## config.mk

```make
export PLATFORM = sky130hd
export DESIGN_NAME = shrp_job_fifo
export DESIGN_NICKNAME = d
export VERILOG_FILES = /design/src/rtl/shrp_pkg.sv /design/src/rtl/shrp_job_fifo.sv
export SDC_FILE = /design/constraint.sdc
export NUM_CORES = 1
export LEC_CHECK = 0
export BUFFER_PORTS_ARGS = -buffer_cell sky130_fd_sc_hd__buf_4
export CAP_MARGIN = 20
export CORE_MARGIN = 2
export CORE_UTILIZATION = 49
export DETAILED_ROUTE_END_ITERATION = 8
export GPL_TIMING_DRIVEN = 1
export MAX_ROUTING_LAYER = met4
export PLACE_DENSITY_LB_ADDON = 0.12
export SLEW_MARGIN = 20
export SYNTH_ARGS = -nofsm -noshare
export SYNTH_HDL_FRONTEND = slang
export SYNTH_SLANG_ARGS = --single-unit
```

## constraint.sdc

```tcl
create_clock -name clock -period 19.01 [get_ports clock]
set_input_delay 3.802 -clock clock [delete_from_list [all_inputs] [get_ports clock]]
set_output_delay 3.802 -clock clock [all_outputs]
set_load 0.01 [all_outputs]
```

## src/rtl/shrp_pkg.sv

```systemverilog
// shared types, constants and helpers for the 3x3 sharpen filter
// no dependencies; imported by every module of the block
`default_nettype none

package shrp_pkg;

   // image geometry limits
   localparam int MAX_WIDTH  = 1024;
   localparam int MAX_HEIGHT = 1024;
   localparam int COL_W      = 10;
   localparam int ROW_W      = 10;
   localparam int DIM_W      = 11;

   // configuration register indexes
   localparam logic [1:0] CSR_IMAGE_WIDTH  = 2'd0;
   localparam logic [1:0] CSR_IMAGE_HEIGHT = 2'd1;

   // reset values, stored as last index (size minus one)
   localparam logic [COL_W-1:0] WIDTH_LAST_RESET  = 10'd639;
   localparam logic [ROW_W-1:0] HEIGHT_LAST_RESET = 10'd479;

   typedef logic [23:0] pixel_type;
   typedef logic [2:0][2:0][23:0] window_type;

   typedef struct packed {
      logic [7:0] in_red;
      logic [7:0] in_green;
      logic [7:0] in_blue;
   } req_type;

   typedef struct packed {
      logic [7:0]       out_red;
      logic [7:0]       out_green;
      logic [7:0]       out_blue;
      logic [COL_W-1:0] out_col;
      logic [ROW_W-1:0] out_row;
      logic             last_of_run;
   } rsp_type;

   // edge flags of one result job
   typedef struct packed {
      logic first_row;
      logic first_col;
      logic last_col;
      logic last_row;
   } job_flags_type;

   // one job: window after the shift plus the position of its first result
   typedef struct packed {
      window_type       win;
      logic [COL_W-1:0] col;
      logic [ROW_W-1:0] row;
      job_flags_type    flags;
   } job_type;

   // result order inside one job
   typedef enum logic [1:0] {
      PH_CENTER = 2'd0,
      PH_RIGHT  = 2'd1,
      PH_BELOW  = 2'd2,
      PH_CORNER = 2'd3
   } phase_type;

   // clamp a dimension register to 2..max and return its last index
   function automatic logic [9:0] dim_last(input logic [DIM_W-1:0] v,
                                           input logic [DIM_W-1:0] maxv);
      logic [DIM_W-1:0] clamped;
      clamped = v;
      if (v < 11'd2) begin
         clamped = 11'd2;
      end else if (v > maxv) begin
         clamped = maxv;
      end
      dim_last = 10'(clamped - 11'd1);
   endfunction

endpackage

`default_nettype wire

```

## src/rtl/shrp_job_fifo.sv

```systemverilog
// two-entry job queue between the front and the back parts
// uses shrp_pkg for the job type
`default_nettype none

module shrp_job_fifo (
   input  wire                      clock,
   input  wire                      reset,
   input  wire                      in_valid,
   output logic                     in_ready,
   input  shrp_pkg::job_type        in_data,
   output logic                     out_valid,
   input  wire                      out_pop,
   output shrp_pkg::job_type        out_data
);
   import shrp_pkg::*;

   job_type    entry_ff [2];
   logic       wr_ptr_ff, wr_ptr_in;
   logic       rd_ptr_ff, rd_ptr_in;
   logic [1:0] count_ff, count_in;
   logic       push;
   logic       pop;

   assign in_ready  = (count_ff != 2'd2);
   assign out_valid = (count_ff != 2'd0);
   assign out_data  = entry_ff[rd_ptr_ff];
   assign push      = in_valid && in_ready;
   assign pop       = out_pop && out_valid;

   // pointers and fill count
   always_comb begin
      wr_ptr_in = push ? !wr_ptr_ff : wr_ptr_ff;
      rd_ptr_in = pop ? !rd_ptr_ff : rd_ptr_ff;
      count_in  = count_ff + {1'b0, push} - {1'b0, pop};
   end

   always_ff @(posedge clock) begin
      if (reset) begin
         wr_ptr_ff <= 1'b0;
         rd_ptr_ff <= 1'b0;
         count_ff  <= 2'd0;
      end else begin
         wr_ptr_ff <= wr_ptr_in;
         rd_ptr_ff <= rd_ptr_in;
         count_ff  <= count_in;
      end
   end

   // storage
   always_ff @(posedge clock) begin
      if (push) begin
         entry_ff[wr_ptr_ff] <= in_data;
      end
   end

endmodule

`default_nettype wire

```

======== Word-level counts from Yosys, hierarchy flattened ========
Memories as Yosys holds them, arrays and structs flattened. A register that Yosys moved wholly into a read port is not among the register bits.
Cells that the tools add are included.
storage, ports and cells
  register bits ........................... 4
  word-level logic and storage cells ...... 16
  memories ................................ 1
  output and inout port bits .............. 242
  bits in latches ......................... 0
  RAM bits ................................ 480
  input port bits ......................... 244
  bits in read-only memories .............. 0
cells by class
  equal/unequal tests ..................... 1
  $lt $le $gt $ge ......................... 0
  div/mod/pow operators ................... 0
  multiplexer cells ....................... 4
  shift operators ......................... 0
  bitwise logic cells ..................... 0
  $mul .................................... 0
  reductions and logical operators ........ 5
  $add $sub $neg .......................... 2
memories
  name      depth  bits a word  rd ports  clocked after Yosys merged registers in  write ports  line                 text
  entry_ff  2      240          1         1                                        1            shrp_job_fifo.sv:17  job_type entry_ff [2];
operators with widths
  cell                                          count
  1-bit 2-to-1 mux                              4
  2-bit by 1-bit adder with 2-bit output        1
  1-bit logical AND                             2
  1-bit logical NOT                             2
  2-bit inequality test, second input constant  1
  2-bit nonzero test                            1
  2-bit by 1-bit subtractor with 2-bit output   1

======== Longest topological paths before layout ========
  word-level depth ........................ 4
  mapped depth ............................ 6
  mapped depth without buffers ............ 6

======== Least setup slack after synthesis ========
OpenSTA, ideal clock, no wires.
  path kind ............................... input -> register
  start point ............................. input port in_valid
  end point ............................... memory entry_ff[1][0] (netlist name) (enable)
  stages .................................. 1
  arrival ................................. 9322 ps
  buffers on the path ..................... 0
  library setup time ...................... 632 ps
  required time ........................... 18378 ps
  slack ................................... 9055 ps
  path through ............................ and3_1
on the way
  word-level cells in the longest chain between the ends .. 3
RTL lines
  what                                    line                 text
  from (decl)                             shrp_job_fifo.sv:8   input wire in_valid,
  1-bit logical AND                       shrp_job_fifo.sv:27  assign push = in_valid && in_ready;
  1-bit 2-to-1 mux                        shrp_job_fifo.sv:51  if (push) begin
  1-bit 2-to-1 mux (not written as such)  shrp_job_fifo.sv:52  entry_ff[wr_ptr_ff] <= in_data;
  to (decl)                               shrp_job_fifo.sv:17
No other way between the ends.

==> impl_results.md <==
* Postcts setup bufs at 0
* # setup viols final at 0
* Synth top area cells: edfxtp_1 78%, mux2_4 16%, mux2_2 2.4%
* Commonest cells after routing, fill and taps aside: 492 x buf_4, 480 x edfxtp_1, 200 x mux2_4
* Arrival @ worst endpoint at 3.50 ns
* Die X at 197.8 um
* Critical path class: reg2out
* Ys Warns at 0
* RSZ-0062 raised after global routing: no
* Clock Root Buffer: clkbuf_16
* Row cnt at 70
* Area grow syn2layout at 31.23%
* Largest net degree at the start of global routing at 116
* Fin. max-slew vios at 0
* Gr usage total at 20.49%
* Setup WS pre-CTS at 12.22 ns
* Crit path max fanout at 58
* Synth Area per Inst at 23.71 um2
* Detail Placement HPWL at 27,570 um
* Max Freq at 137.0 MHz
* Setup TNS at 0 ns
* Total power at 0.003045 W
* Core area at 36,790 um2
* Post-CTS sizing at 0
* Via Count at 9,037
* Commonest non-fill, non-tap cell in the layout: buf_4
* Synth area leader: edfxtp_1
* Post-Syn Nets at 1,021
* Outcome: complete, no violations
* Hold slack at 0.5048 ns
* Seq/Total Area, Yosys at 78.87%
* Port Buffers at 485
* Post-Route WL at 39,950 um
* Share of cells above drive strength 1 at 60.78%
* Final Hold Vio Count at 0
* Clk sink count at 485
* Critical path's slowest cell: buf_4
* ANT nets after route at 0
* Die Height at 197.8 um
* DRC at 0
* Starting Density at 50.03%
* Ports at 486
* Routability Congestion at 0.8023
* Fillers at 2,524
* Worst-path clk slew at 0.06 ns
* Cell mode on critical path: buf_4
* Pre-antenna DRT Iters at 4
* Post-synth top area share at 78.32%
* Multi-input gate area at 3611 um2
* Tightest Hold Check Type: reg2reg
* WL per Instance at 22.12 um
* Critical path data required time at 15.21 ns
* Rel. slew slack at 27.84%
* Storage element area at 14,520 um2
* Via/cell ratio at 5.004
* Yosys reg bits at 485
* Max_cap viols at 0
* Pwr Density at 126.1 nW/um2
* Number of global-route vias before repair at 9,255
* Clock Path Buffers at 3
* CTS Buf Count at 50
* Critical-path cell list: buf_4 > buf_4 > mux2_4 > buf_4
* Fin Clk Skew at 0.01178 ns
* Minimum clock period at 7.302 ns
* Final period util at 38.41%
* Setup WS post-layout at 11.71 ns
* Synth cell types at 25
* Die area at 39,120 um2
* Leakage at 9.388 nW
* Layout net count at 1,540
* Clock tree from TritonCTS: yes
* Cell Area, Synth at 18,400 um2
* Initial antenna violation count at 2
* Cts hold-fix bufs at 0
* Iter 0 DRT Violations at 460
* CP max stage delay at 0.94 ns
* H-tree depth at 2
* Critical Path Start Type: flop
* GR Overflow Total at 0
* Mapped Cells at 776
* Worst setup EP type: output pin
* Worst slew pin tran at 1.082 ns
* Max VDD drop at 0.1074 mV
* First-pass GRT wire length at 56,590 um
* Worst-Skew Late Latency at 0.57 ns
-- stage by stage --
stage          utilization (%)  cells  cell area [um2]
2_1_floorplan                -    776            18400
3_3_place_gp             60.99   1711            22430
3_5_place_dp             61.00   1711            22440
4_1_cts                  65.63   1804            24140
5_1_grt                  65.65   1806            24150
6_report                 65.65   1806            24150
-- layer usage --
layer,GRT usage [%],part of all wire (%),vias up
met5,-,0,-
met2,34.26,51,362
met3,7.290,9.8,66
met4,7.909,2.9,0
met1,22.50,36,4463
li1,-,-,4146
-- path summary, 6_finish.rpt --
check | start | to | slack (ns) | cells past startpoint
worst max-delay path | flop | out_data[201] | 11.71 | 4
worst min-delay path | rd_ptr_ff$_SDFFE_PP0P_ | flop | 0.50 | 2
worst max register to register | count_ff[0]$_SDFF_PP0_ | entry_ff[1][86]$_DFFE_PP_ | 15.97 | 4
worst min register to register | rd_ptr_ff$_SDFFE_PP0P_ | flop | 0.50 | 2
-- registers in the layout, indices dropped and copies added, names as in the netlist, named ones only --
register / cells
rd_ptr_ff: 1
count_ff: 2
entry_ff: 480
wr_ptr_ff: 1
-- synthesized netlist by cell type --
| master | count |
|---|---|
| a21bo_2 | 1 |
| a21oi_1 | 1 |
| and2b_1 | 1 |
| and3_1 | 2 |
| buf_2 | 4 |
| buf_6 | 23 |
| dfxtp_1 | 5 |
| edfxtp_1 | 480 |
| ha_1 | 1 |
| inv_1 | 1 |
| mux2_2 | 40 |
| mux2_4 | 200 |
| nand2b_1 | 1 |
| nand3_1 | 1 |
| nand3b_1 | 1 |
| nor2_1 | 4 |
| nor2b_1 | 1 |
| nor3_1 | 1 |
| nor4_1 | 1 |
| nor4bb_1 | 1 |
| o21ai_0 | 2 |
| o21ba_2 | 1 |
| o31a_1 | 1 |
| or2_2 | 1 |
| xor2_1 | 1 |
-- kinds of logic after synthesis --
logic type | count (synthesis) | share of synthesized area, %
and+or+nand+nor | 15 | 0.4760
muxes | 240 | 18.77
xor gates and xnor gates | 1 | 0.04760
AOI/OAI and AO/OA | 6 | 0.2380
buffers and inverters | 28 | 1.537
DFF | 485 | 78.87
adders and majority gates | 1 | 0.06798
-- final cells by class --
type                    instances  share of cell area, %
multi-input cells             263                  14.95
clock inverters                28                  1.378
repair buffers                494                  15.39
clock buffers                  65                  5.678
diodes                          2                0.02072
flip-flops and latches        485                  60.11
inverters                       1                0.04663
well taps                     468                  2.425
-- power by group --
| group | total, W | switching, W | internal (W) |
|---|---|---|---|
| registers | 0.00133 | 0.0000341 | 0.00130 |
| clock network | 0.00100 | 0.000388 | 0.000616 |
| logic | 0.000707 | 0.000317 | 0.000390 |
-- worst max-delay path: cells and delay by family (launching register included) --
family,cells,cell delay (ns)
buffers and inverters,3,1.80
DFF,1,0.68
muxes,1,0.36
No activity file was read; power rests on OpenSTA's default activity.
