$ cat config.mk
export PLATFORM = sky130hd
export DESIGN_NAME = shrp_back
export DESIGN_NICKNAME = d
export VERILOG_FILES = /design/src/rtl/shrp_pkg.sv /design/src/rtl/shrp_back.sv
export SDC_FILE = /design/constraint.sdc
export NUM_CORES = 1
export LEC_CHECK = 0
export ABC_AREA = 1
export ABC_CLOCK_PERIOD_IN_PS = 8000
export BUFFER_PORTS_ARGS = -buffer_cell sky130_fd_sc_hd__buf_4
export CORE_ASPECT_RATIO = 0.5
export CORE_MARGIN = 3
export CORE_UTILIZATION = 49
export DETAILED_ROUTE_END_ITERATION = 8
export PLACE_DENSITY_LB_ADDON = 0.05
export SYNTH_ARGS = -nofsm -noshare
export SYNTH_HDL_FRONTEND = slang
export SYNTH_SLANG_ARGS = --single-unit
$ cat constraint.sdc
create_clock -name clock -period 8 [get_ports clock]
set_clock_uncertainty 0.15 [all_clocks]
set_input_delay 0.4 -clock clock [delete_from_list [all_inputs] [get_ports clock]]
set_output_delay 0.4 -clock clock [all_outputs]
set_load 0.02 [all_outputs]
$ cat src/rtl/shrp_pkg.sv
// shared types, constants and helpers for the 3x3 sharpen filter
// no dependencies; imported by every module of the block
`default_nettype none

package shrp_pkg;

   // image geometry limits
   localparam int MAX_WIDTH  = 1024;
   localparam int MAX_HEIGHT = 1024;
   localparam int COL_W      = 10;
   localparam int ROW_W      = 10;
   localparam int DIM_W      = 11;

   // configuration register indexes
   localparam logic [1:0] CSR_IMAGE_WIDTH  = 2'd0;
   localparam logic [1:0] CSR_IMAGE_HEIGHT = 2'd1;

   // reset values, stored as last index (size minus one)
   localparam logic [COL_W-1:0] WIDTH_LAST_RESET  = 10'd639;
   localparam logic [ROW_W-1:0] HEIGHT_LAST_RESET = 10'd479;

   typedef logic [23:0] pixel_type;
   typedef logic [2:0][2:0][23:0] window_type;

   typedef struct packed {
      logic [7:0] in_red;
      logic [7:0] in_green;
      logic [7:0] in_blue;
   } req_type;

   typedef struct packed {
      logic [7:0]       out_red;
      logic [7:0]       out_green;
      logic [7:0]       out_blue;
      logic [COL_W-1:0] out_col;
      logic [ROW_W-1:0] out_row;
      logic             last_of_run;
   } rsp_type;

   // edge flags of one result job
   typedef struct packed {
      logic first_row;
      logic first_col;
      logic last_col;
      logic last_row;
   } job_flags_type;

   // one job: window after the shift plus the position of its first result
   typedef struct packed {
      window_type       win;
      logic [COL_W-1:0] col;
      logic [ROW_W-1:0] row;
      job_flags_type    flags;
   } job_type;

   // result order inside one job
   typedef enum logic [1:0] {
      PH_CENTER = 2'd0,
      PH_RIGHT  = 2'd1,
      PH_BELOW  = 2'd2,
      PH_CORNER = 2'd3
   } phase_type;

   // clamp a dimension register to 2..max and return its last index
   function automatic logic [9:0] dim_last(input logic [DIM_W-1:0] v,
                                           input logic [DIM_W-1:0] maxv);
      logic [DIM_W-1:0] clamped;
      clamped = v;
      if (v < 11'd2) begin
         clamped = 11'd2;
      end else if (v > maxv) begin
         clamped = maxv;
      end
      dim_last = 10'(clamped - 11'd1);
   endfunction

endpackage

`default_nettype wire

$ cat src/rtl/shrp_back.sv
// back part: walks the one to four results of a job and computes the kernel
// uses shrp_pkg; drives the registered result channel
`default_nettype none

module shrp_back (
   input  wire                      clock,
   input  wire                      reset,
   input  wire                      job_valid,
   output logic                     job_pop,
   input  shrp_pkg::job_type        job_data,
   output logic                     rsp_valid,
   input  wire                      rsp_ready,
   output shrp_pkg::rsp_type        rsp_data
);
   import shrp_pkg::*;

   phase_type     phase_ff, phase_in;
   logic          rsp_valid_ff, rsp_valid_in;
   rsp_type       rsp_data_ff, rsp_data_in;

   job_flags_type fl;
   logic          load;
   logic          done;
   logic [1:0]    tr, cr, br, lc, cc, rc;
   pixel_type     p_c, p_t, p_b, p_l, p_r;
   logic [7:0]    chan_out [3];

   assign fl   = job_data.flags;
   assign load = job_valid && (!rsp_valid_ff || rsp_ready);

   // result sequencing
   always_comb begin
      phase_in = phase_ff;
      done     = 1'b1;
      tr = fl.first_row ? 2'd1 : 2'd0;
      cr = 2'd1;
      br = 2'd2;
      lc = fl.first_col ? 2'd1 : 2'd0;
      cc = 2'd1;
      rc = 2'd2;
      unique case (phase_ff)
         PH_CENTER: begin
            if (fl.last_col) begin
               done     = 1'b0;
               phase_in = PH_RIGHT;
            end else if (fl.last_row) begin
               done     = 1'b0;
               phase_in = PH_BELOW;
            end
         end
         PH_RIGHT: begin
            lc = 2'd1;
            cc = 2'd2;
            if (fl.last_row) begin
               done     = 1'b0;
               phase_in = PH_BELOW;
            end
         end
         PH_BELOW: begin
            tr = 2'd1;
            cr = 2'd2;
            if (fl.last_col) begin
               done     = 1'b0;
               phase_in = PH_CORNER;
            end
         end
         PH_CORNER: begin
            tr = 2'd1;
            cr = 2'd2;
            lc = 2'd1;
            cc = 2'd2;
         end
         default: begin
            done = 1'b1;
         end
      endcase
      if (!load) begin
         phase_in = phase_ff;
      end else if (done) begin
         phase_in = PH_CENTER;
      end
   end

   assign job_pop = load && done;

   // neighborhood select
   assign p_c = job_data.win[cr][cc];
   assign p_t = job_data.win[tr][cc];
   assign p_b = job_data.win[br][cc];
   assign p_l = job_data.win[cr][lc];
   assign p_r = job_data.win[cr][rc];

   // kernel per channel: 5*centre minus four neighbors, clamped to 0..255
   always_comb begin
      logic signed [11:0] acc;
      logic [11:0]        ctr;
      for (int j = 0; j < 3; j++) begin
         ctr = {4'b0, p_c[j*8 +: 8]};
         acc = $signed((ctr << 2) + ctr
                       - {4'b0, p_t[j*8 +: 8]} - {4'b0, p_b[j*8 +: 8]}
                       - {4'b0, p_l[j*8 +: 8]} - {4'b0, p_r[j*8 +: 8]});
         if (acc < 0) begin
            chan_out[j] = 8'd0;
         end else if (acc > 12'sd255) begin
            chan_out[j] = 8'd255;
         end else begin
            chan_out[j] = acc[7:0];
         end
      end
   end

   // output register
   always_comb begin
      rsp_data_in              = rsp_data_ff;
      rsp_valid_in             = rsp_valid_ff && !rsp_ready;
      if (load) begin
         rsp_valid_in            = 1'b1;
         rsp_data_in.out_red     = chan_out[2];
         rsp_data_in.out_green   = chan_out[1];
         rsp_data_in.out_blue    = chan_out[0];
         rsp_data_in.out_col     = (cc == 2'd2) ? job_data.col + 1'b1 : job_data.col;
         rsp_data_in.out_row     = (cr == 2'd2) ? job_data.row + 1'b1 : job_data.row;
         rsp_data_in.last_of_run = done;
      end
   end

   always_ff @(posedge clock) begin
      if (reset) begin
         phase_ff     <= PH_CENTER;
         rsp_valid_ff <= 1'b0;
      end else begin
         phase_ff     <= phase_in;
         rsp_valid_ff <= rsp_valid_in;
      end
   end

   always_ff @(posedge clock) begin
      rsp_data_ff <= rsp_data_in;
   end

   assign rsp_valid = rsp_valid_ff;
   assign rsp_data  = rsp_data_ff;

endmodule

`default_nettype wire

---- Yosys cells after proc, flatten, opt, wreduce, memory -nomap -nowiden ----
Index checks and enable logic that the tools add are counted.
operators by class
  reduce and logical (&&, ||, !) cells .... 11
  $add $sub $neg .......................... 17
  $lt $le $gt $ge ......................... 10
  muxes and demuxes ....................... 33
  eq/ne operators ......................... 6
operator list
  cell                     count
  $bmux W72 S2             2
  $bmux W24 S2             4
  $mux W72                 2
  $sub A12 B8 Y12          9
  $mux W24                 4
  $gt A12 B9 Y1 const B    3
  $lt A12 B1 Y1 const B    3
  $sub A11 B8 Y12          3
  $add A10 B8 Y11          3
  $mux W8                  3
  $add A10 B1 Y10 const B  2
  $mux W10                 2
  $lt A2 B3 Y1 const B     4
  $mux W2                  6
  $eq A2 B2 Y1 const B     4
  $mux W1                  8
  $pmux W2 S3              1
  $reduce_bool A4 Y1       1
  $reduce_or A2 Y1         2
  $logic_and A1 B1 Y1      3
  $ne A3 B3 Y1 const B     1
  $pmux W1 S3              1
  $reduce_and A3 Y1        1
  $eq A2 B1 Y1 const B     1
  other kinds (3)          4
storage, ports and cells
  flip-flop bits (word level) ............. 48
  bits of input ports ..................... 244
  output and inout bits ................... 47
  logic and storage cells ................. 85

---- Depth between registers and ports, before layout ----
  depth in word-level cells ............... 14
  depth in mapped cells ................... 28

---- Least setup slack after synthesis ----
Ideal clock, no wire load.
  path type ............................... reg-to-reg
  start ................................... register phase_ff[0]
  end ..................................... register rsp_data_ff (netlist bit rsp_data[37]) (data pin)
  period minus slack after synthesis ...... 4.881 ns
  cell stages (with the launch flop) ...... 21
  data required time ...................... 7.578 ns
  data arrival time ....................... 4.460 ns
  path slack .............................. 3.119 ns
  cell sequence ........................... dfxtp_1 -> inv_1 -> ha_1 -> nor2_4 -> buf_6 -> buf_2 -> nand2_1 -> o21ai_0 -> o21ai_0 -> fa_1 -> inv_1 -> fa_1 -> inv_1 -> fa_1 -> inv_1 -> ha_1 -> or2_1 -> nand3_1 -> nand2_1 -> a21oi_1 -> nor2_1
on the way
  longest elaborated chain between the ends .. 14
ends and longest elaborated chain
  item                               RTL line                                           text
  start: declaration                 shrp_back.sv:17                                    phase_type phase_ff, phase_in;
  start signal: assignment           shrp_back.sv:132                                   phase_ff <= phase_in;
  $eq A2 B2 Y1                       shrp_back.sv:41                                    unique case (phase_ff)
  $reduce_or A2 Y1 (no source line)  n/a
  $mux W2                            shrp_back.sv:41
  $bmux W72 S2                       shrp_back.sv:87, shrp_back.sv:90, shrp_back.sv:91
  $mux W72 (implied by the code)     shrp_back.sv:87, shrp_back.sv:90, shrp_back.sv:91
  $bmux W24 S2                       shrp_back.sv:87                                    assign p_c = job_data.win[cr][cc];
  $mux W24 (implied by the code)     shrp_back.sv:87
  $add A10 B8 Y11                    shrp_back.sv:99                                    acc = $signed((ctr << 2) + ctr
  $sub A11 B8 Y12                    shrp_back.sv:100                                   - {4'b0, p_t[j*8 +: 8]} - {4'b0, p_b[j*8 +: 8]}
  $sub A12 B8 Y12                    shrp_back.sv:100
  $sub A12 B8 Y12                    shrp_back.sv:101                                   - {4'b0, p_l[j*8 +: 8]} - {4'b0, p_r[j*8 +: 8]});
  $sub A12 B8 Y12 (*)                shrp_back.sv:101
  $gt A12 B9 Y1                      shrp_back.sv:104                                   end else if (acc > 12'sd255) begin
  $mux W8                            shrp_back.sv:104
  end signal: assignment             shrp_back.sv:138                                   rsp_data_ff <= rsp_data_in;
  end: declaration                   shrp_back.sv:19                                    rsp_type rsp_data_ff, rsp_data_in;
Every way passes the cells marked *; elsewhere a longest branch is shown, timed or not. The select of a mux whose other input is x is not followed.
A chain may end at the register's enable or synchronous reset.

---- Final worst setup path ----
  start ................................... register phase_ff[0]
  end ..................................... register rsp_data_ff (netlist bit rsp_data[43]) (data pin)
The elaborated chain is that of the path after synthesis.

==> results.ini <==
[run_status]
status=finished, final reports clean

[synth]
yosys-top-cells-area=fa_1 (21%), edfxtp_1 (16%), nand2_1 (11%), inv_1 (11%), o21ai_0 (7.7%)
synth.most_common_cell=nand2_1
netlist_top_cells_count=nand2_1 (266), inv_1 (251), nor2_1 (134), o21ai_0 (133), fa_1 (90)
synth_cells=1230
syn_area_um2=8698
synth.distinct_cells=39
synth-main-ff-cell=edfxtp_1
postSynthAreaPerCell_um2=7.072
ys_seq_area_share_pct=16.23
async_flop_share_pct=0
yosys_register_bits=48
synth-edff-count=45
synth_area_leader_cell=fa_1
syn-num-nets=1612
synth_top_area_share_pct=20.71
synth_warnings=0

[run]
maxCapViolations=0

[place]
port_buffers=266
place_inst=1685
hpwl_um=20400
place.gp.congestion=0.8904

[timing]
fmax_mhz=164.4
rsz0062_at_grt=no
final.setup.tns_ns=0
min_period_over_period_pct=76.04
setup_violations=0
maxSlewViolCount=0
hold_viol=0
min_period_ns=6.083
slew-limit-headroom_pct=25.94
max_slew.worst_pin.slew_ns=1.108

[floorplanning]
dieArea_um2=19480
die_w_um=194.4
core_um2=16890
ios=291
die_h_um=100.2
num_rows=33
start_util_pct=51.51

[setup_path]
crit_path_end_kind=register
worst-path-buf-inv=3
cp_cell_sequence=ha_1 > nor2_4 > inv_2 > nor2_4 > o21ai_0 > fa_1 > fa_1 > inv_1 > fa_1 > fa_1 > inv_1 > nand3_1 > nand3_1 > nand2_1 > nand2_1 > nand2_1 > nand2_1 > nand3_1 > nor2_1 > nor2_1
timing.rr.end=rsp_data[43]$_SDFFCE_PN0P_
worst-setup-path-type=register to register
regToRegStartpoint=phase_ff[0]$_SDFFE_PP0P_
path_delay_family=adder cells
cp.required_ns=7.88
start_kind=register
max_stage_delay_ns=0.86
cp.arrival_ns=5.97
reg2regPathDepth=20
cp_max_fo=48
ff2ff_setup_slack_ns=1.92
slowest_stage=nor2_4

[cts]
clk_latency_ns=0.30
clkTransAtPathRegs_ns=0.07
cts_resized=0
cts_root_buf=clkbuf_16
clkSinkCount=48
h-tree-depth=2
post_cts_buffers=0
cts_buffers=5
cts_tree=yes
clock_path_buffers=2
holdBufCountCts=0

[route]
viasPerCell=5.122
drt_wl_total_um=24830
ant_nets=0
first_pass_iters=5
drc=0
num_vias=8672
drt-wirelength-per-cell_um=14.67
first_iter_violations=390

[worst_hold_path]
hold_class=input port to register
holdPathStages=2
hold_end=phase_ff[0]$_SDFFE_PP0P_
min_from=reset

[grt]
antenna_found_initial=0
grt_max_degree=84
grt_pass1_wl_um=40740
grt_pass1_vias=8737
grt_use_total_pct=25.39
grt.overflow.total=0

[final_layout]
diodes=0
drive_gt1_share_pct=21.21
area_delta_synth_final_pct=26.22
num-fill-cells=1533
nNetsFinal=1847
instances_no_fill=1693

==> registers in the layout, indices dropped and copies added (netlist names) <==
register and flops:
phase_ff 2, rsp_valid 1, rsp_data 45
==> worst max-delay path by stage <==
stage,start,to,slack [ns],depth (start not counted)
finish,phase_ff[0]$_SDFFE_PP0P_,rsp_data[43]$_SDFFCE_PN0P_,1.92,20
global route,phase_ff[1]$_SDFFE_PP0P_,rsp_data[44]$_SDFFCE_PN0P_,1.46,17
CTS,phase_ff[0]$_SDFFE_PP0P_,rsp_data[43]$_SDFFCE_PN0P_,1.96,20
detailed placement,phase_ff[0]$_SDFFE_PP0P_,rsp_data[43]$_SDFFCE_PN0P_,1.97,20
global placement,phase_ff[0]$_SDFFE_PP0P_,rsp_data[44]$_SDFFCE_PN0P_,2.03,20
floorplan,phase_ff[0]$_SDFFE_PP0P_,rsp_data[37]$_SDFFCE_PN0P_,3.12,20
==> worst register-to-register path, stage by stage (launching register included) <==
cell	delay [ns]
dfxtp_1	0.36
ha_1	0.30
nor2_4	0.46
inv_2	0.13
nor2_4	0.86
o21ai_0	0.32
fa_1	0.57
fa_1	0.55
inv_1	0.06
fa_1	0.52
fa_1	0.44
inv_1	0.13
nand3_1	0.08
nand3_1	0.13
nand2_1	0.10
nand2_1	0.08
nand2_1	0.04
nand2_1	0.06
nand3_1	0.24
nor2_1	0.21
nor2_1	0.06
==> placed cells by master, fill, tap and decap left out, types with 3 or more instances in the layout <==
master / count
a21oi_1: 27
a31oi_1: 4
buf_4: 272
clkbuf_16: 5
dfxtp_1: 3
edfxtp_1: 45
fa_1: 90
ha_1: 48
inv_1: 250
inv_2: 4
mux2i_1: 14
nand2_1: 266
nand3_1: 50
nand3_2: 3
nand4_1: 7
nor2_1: 134
nor2_4: 5
o21ai_0: 133
o21ai_1: 8
o21ai_2: 8
o22a_1: 18
o22ai_1: 12
xnor2_1: 16
xor2_1: 22
==> final cells by class <==
type	count	area, µm²	share of cell area (%)
Inverter	254	953.4	8.684
Timing Repair Buffer	272	2042	18.60
Multi-Input combinational cell	884	6095	55.51
Clock inverter	3	68.82	0.6268
Clock buffer	5	125.1	1.140
Tap cell	227	284.0	2.587
Sequential cell	48	1411	12.85
==> through the flow <==
| stage | cell area (µm²) | hold slack, ns | utilization (%) | setup WS (ns) |
|---|---|---|---|---|
| global placement | 10790 | 0.3159 | 63.87 | 2.027 |
| global route | 10980 | 0.1393 | 65.01 | 1.464 |
| CTS | 10980 | 0.1389 | 65.01 | 1.964 |
| detailed placement | 10790 | 0.3499 | 63.87 | 1.968 |
| finish | 10980 | 0.1380 | 65.01 | 1.917 |
| floorplan | 8698 | 0.3191 | - | 3.119 |
==> logic make-up after synthesis <==
family	count (synthesis)	share of synthesized area, %
compound gates	217	14.33
xor+xnor	38	3.826
fa+ha+maj	138	27.62
buf+inv	298	13.77
flops	48	16.23
mux	14	1.611
simple gates	477	22.63
==> layer usage <==
metal | vias to the layer above | part of all wire (%) | GRT usage (%) | wire, µm
li1 | 4317 | - | - | -
met1 | 4067 | 44 | 32.99 | 11050
met2 | 258 | 48 | 45.99 | 12030
met3 | 30 | 5.5 | 3.387 | 1371
met4 | 0 | 1.5 | 5.292 | 383
met5 | - | 0 | 0 | 0
Power is left out: the tool's default activity adds up to more than one toggle a clock period on the data nets, which glitch-free logic cannot reach.
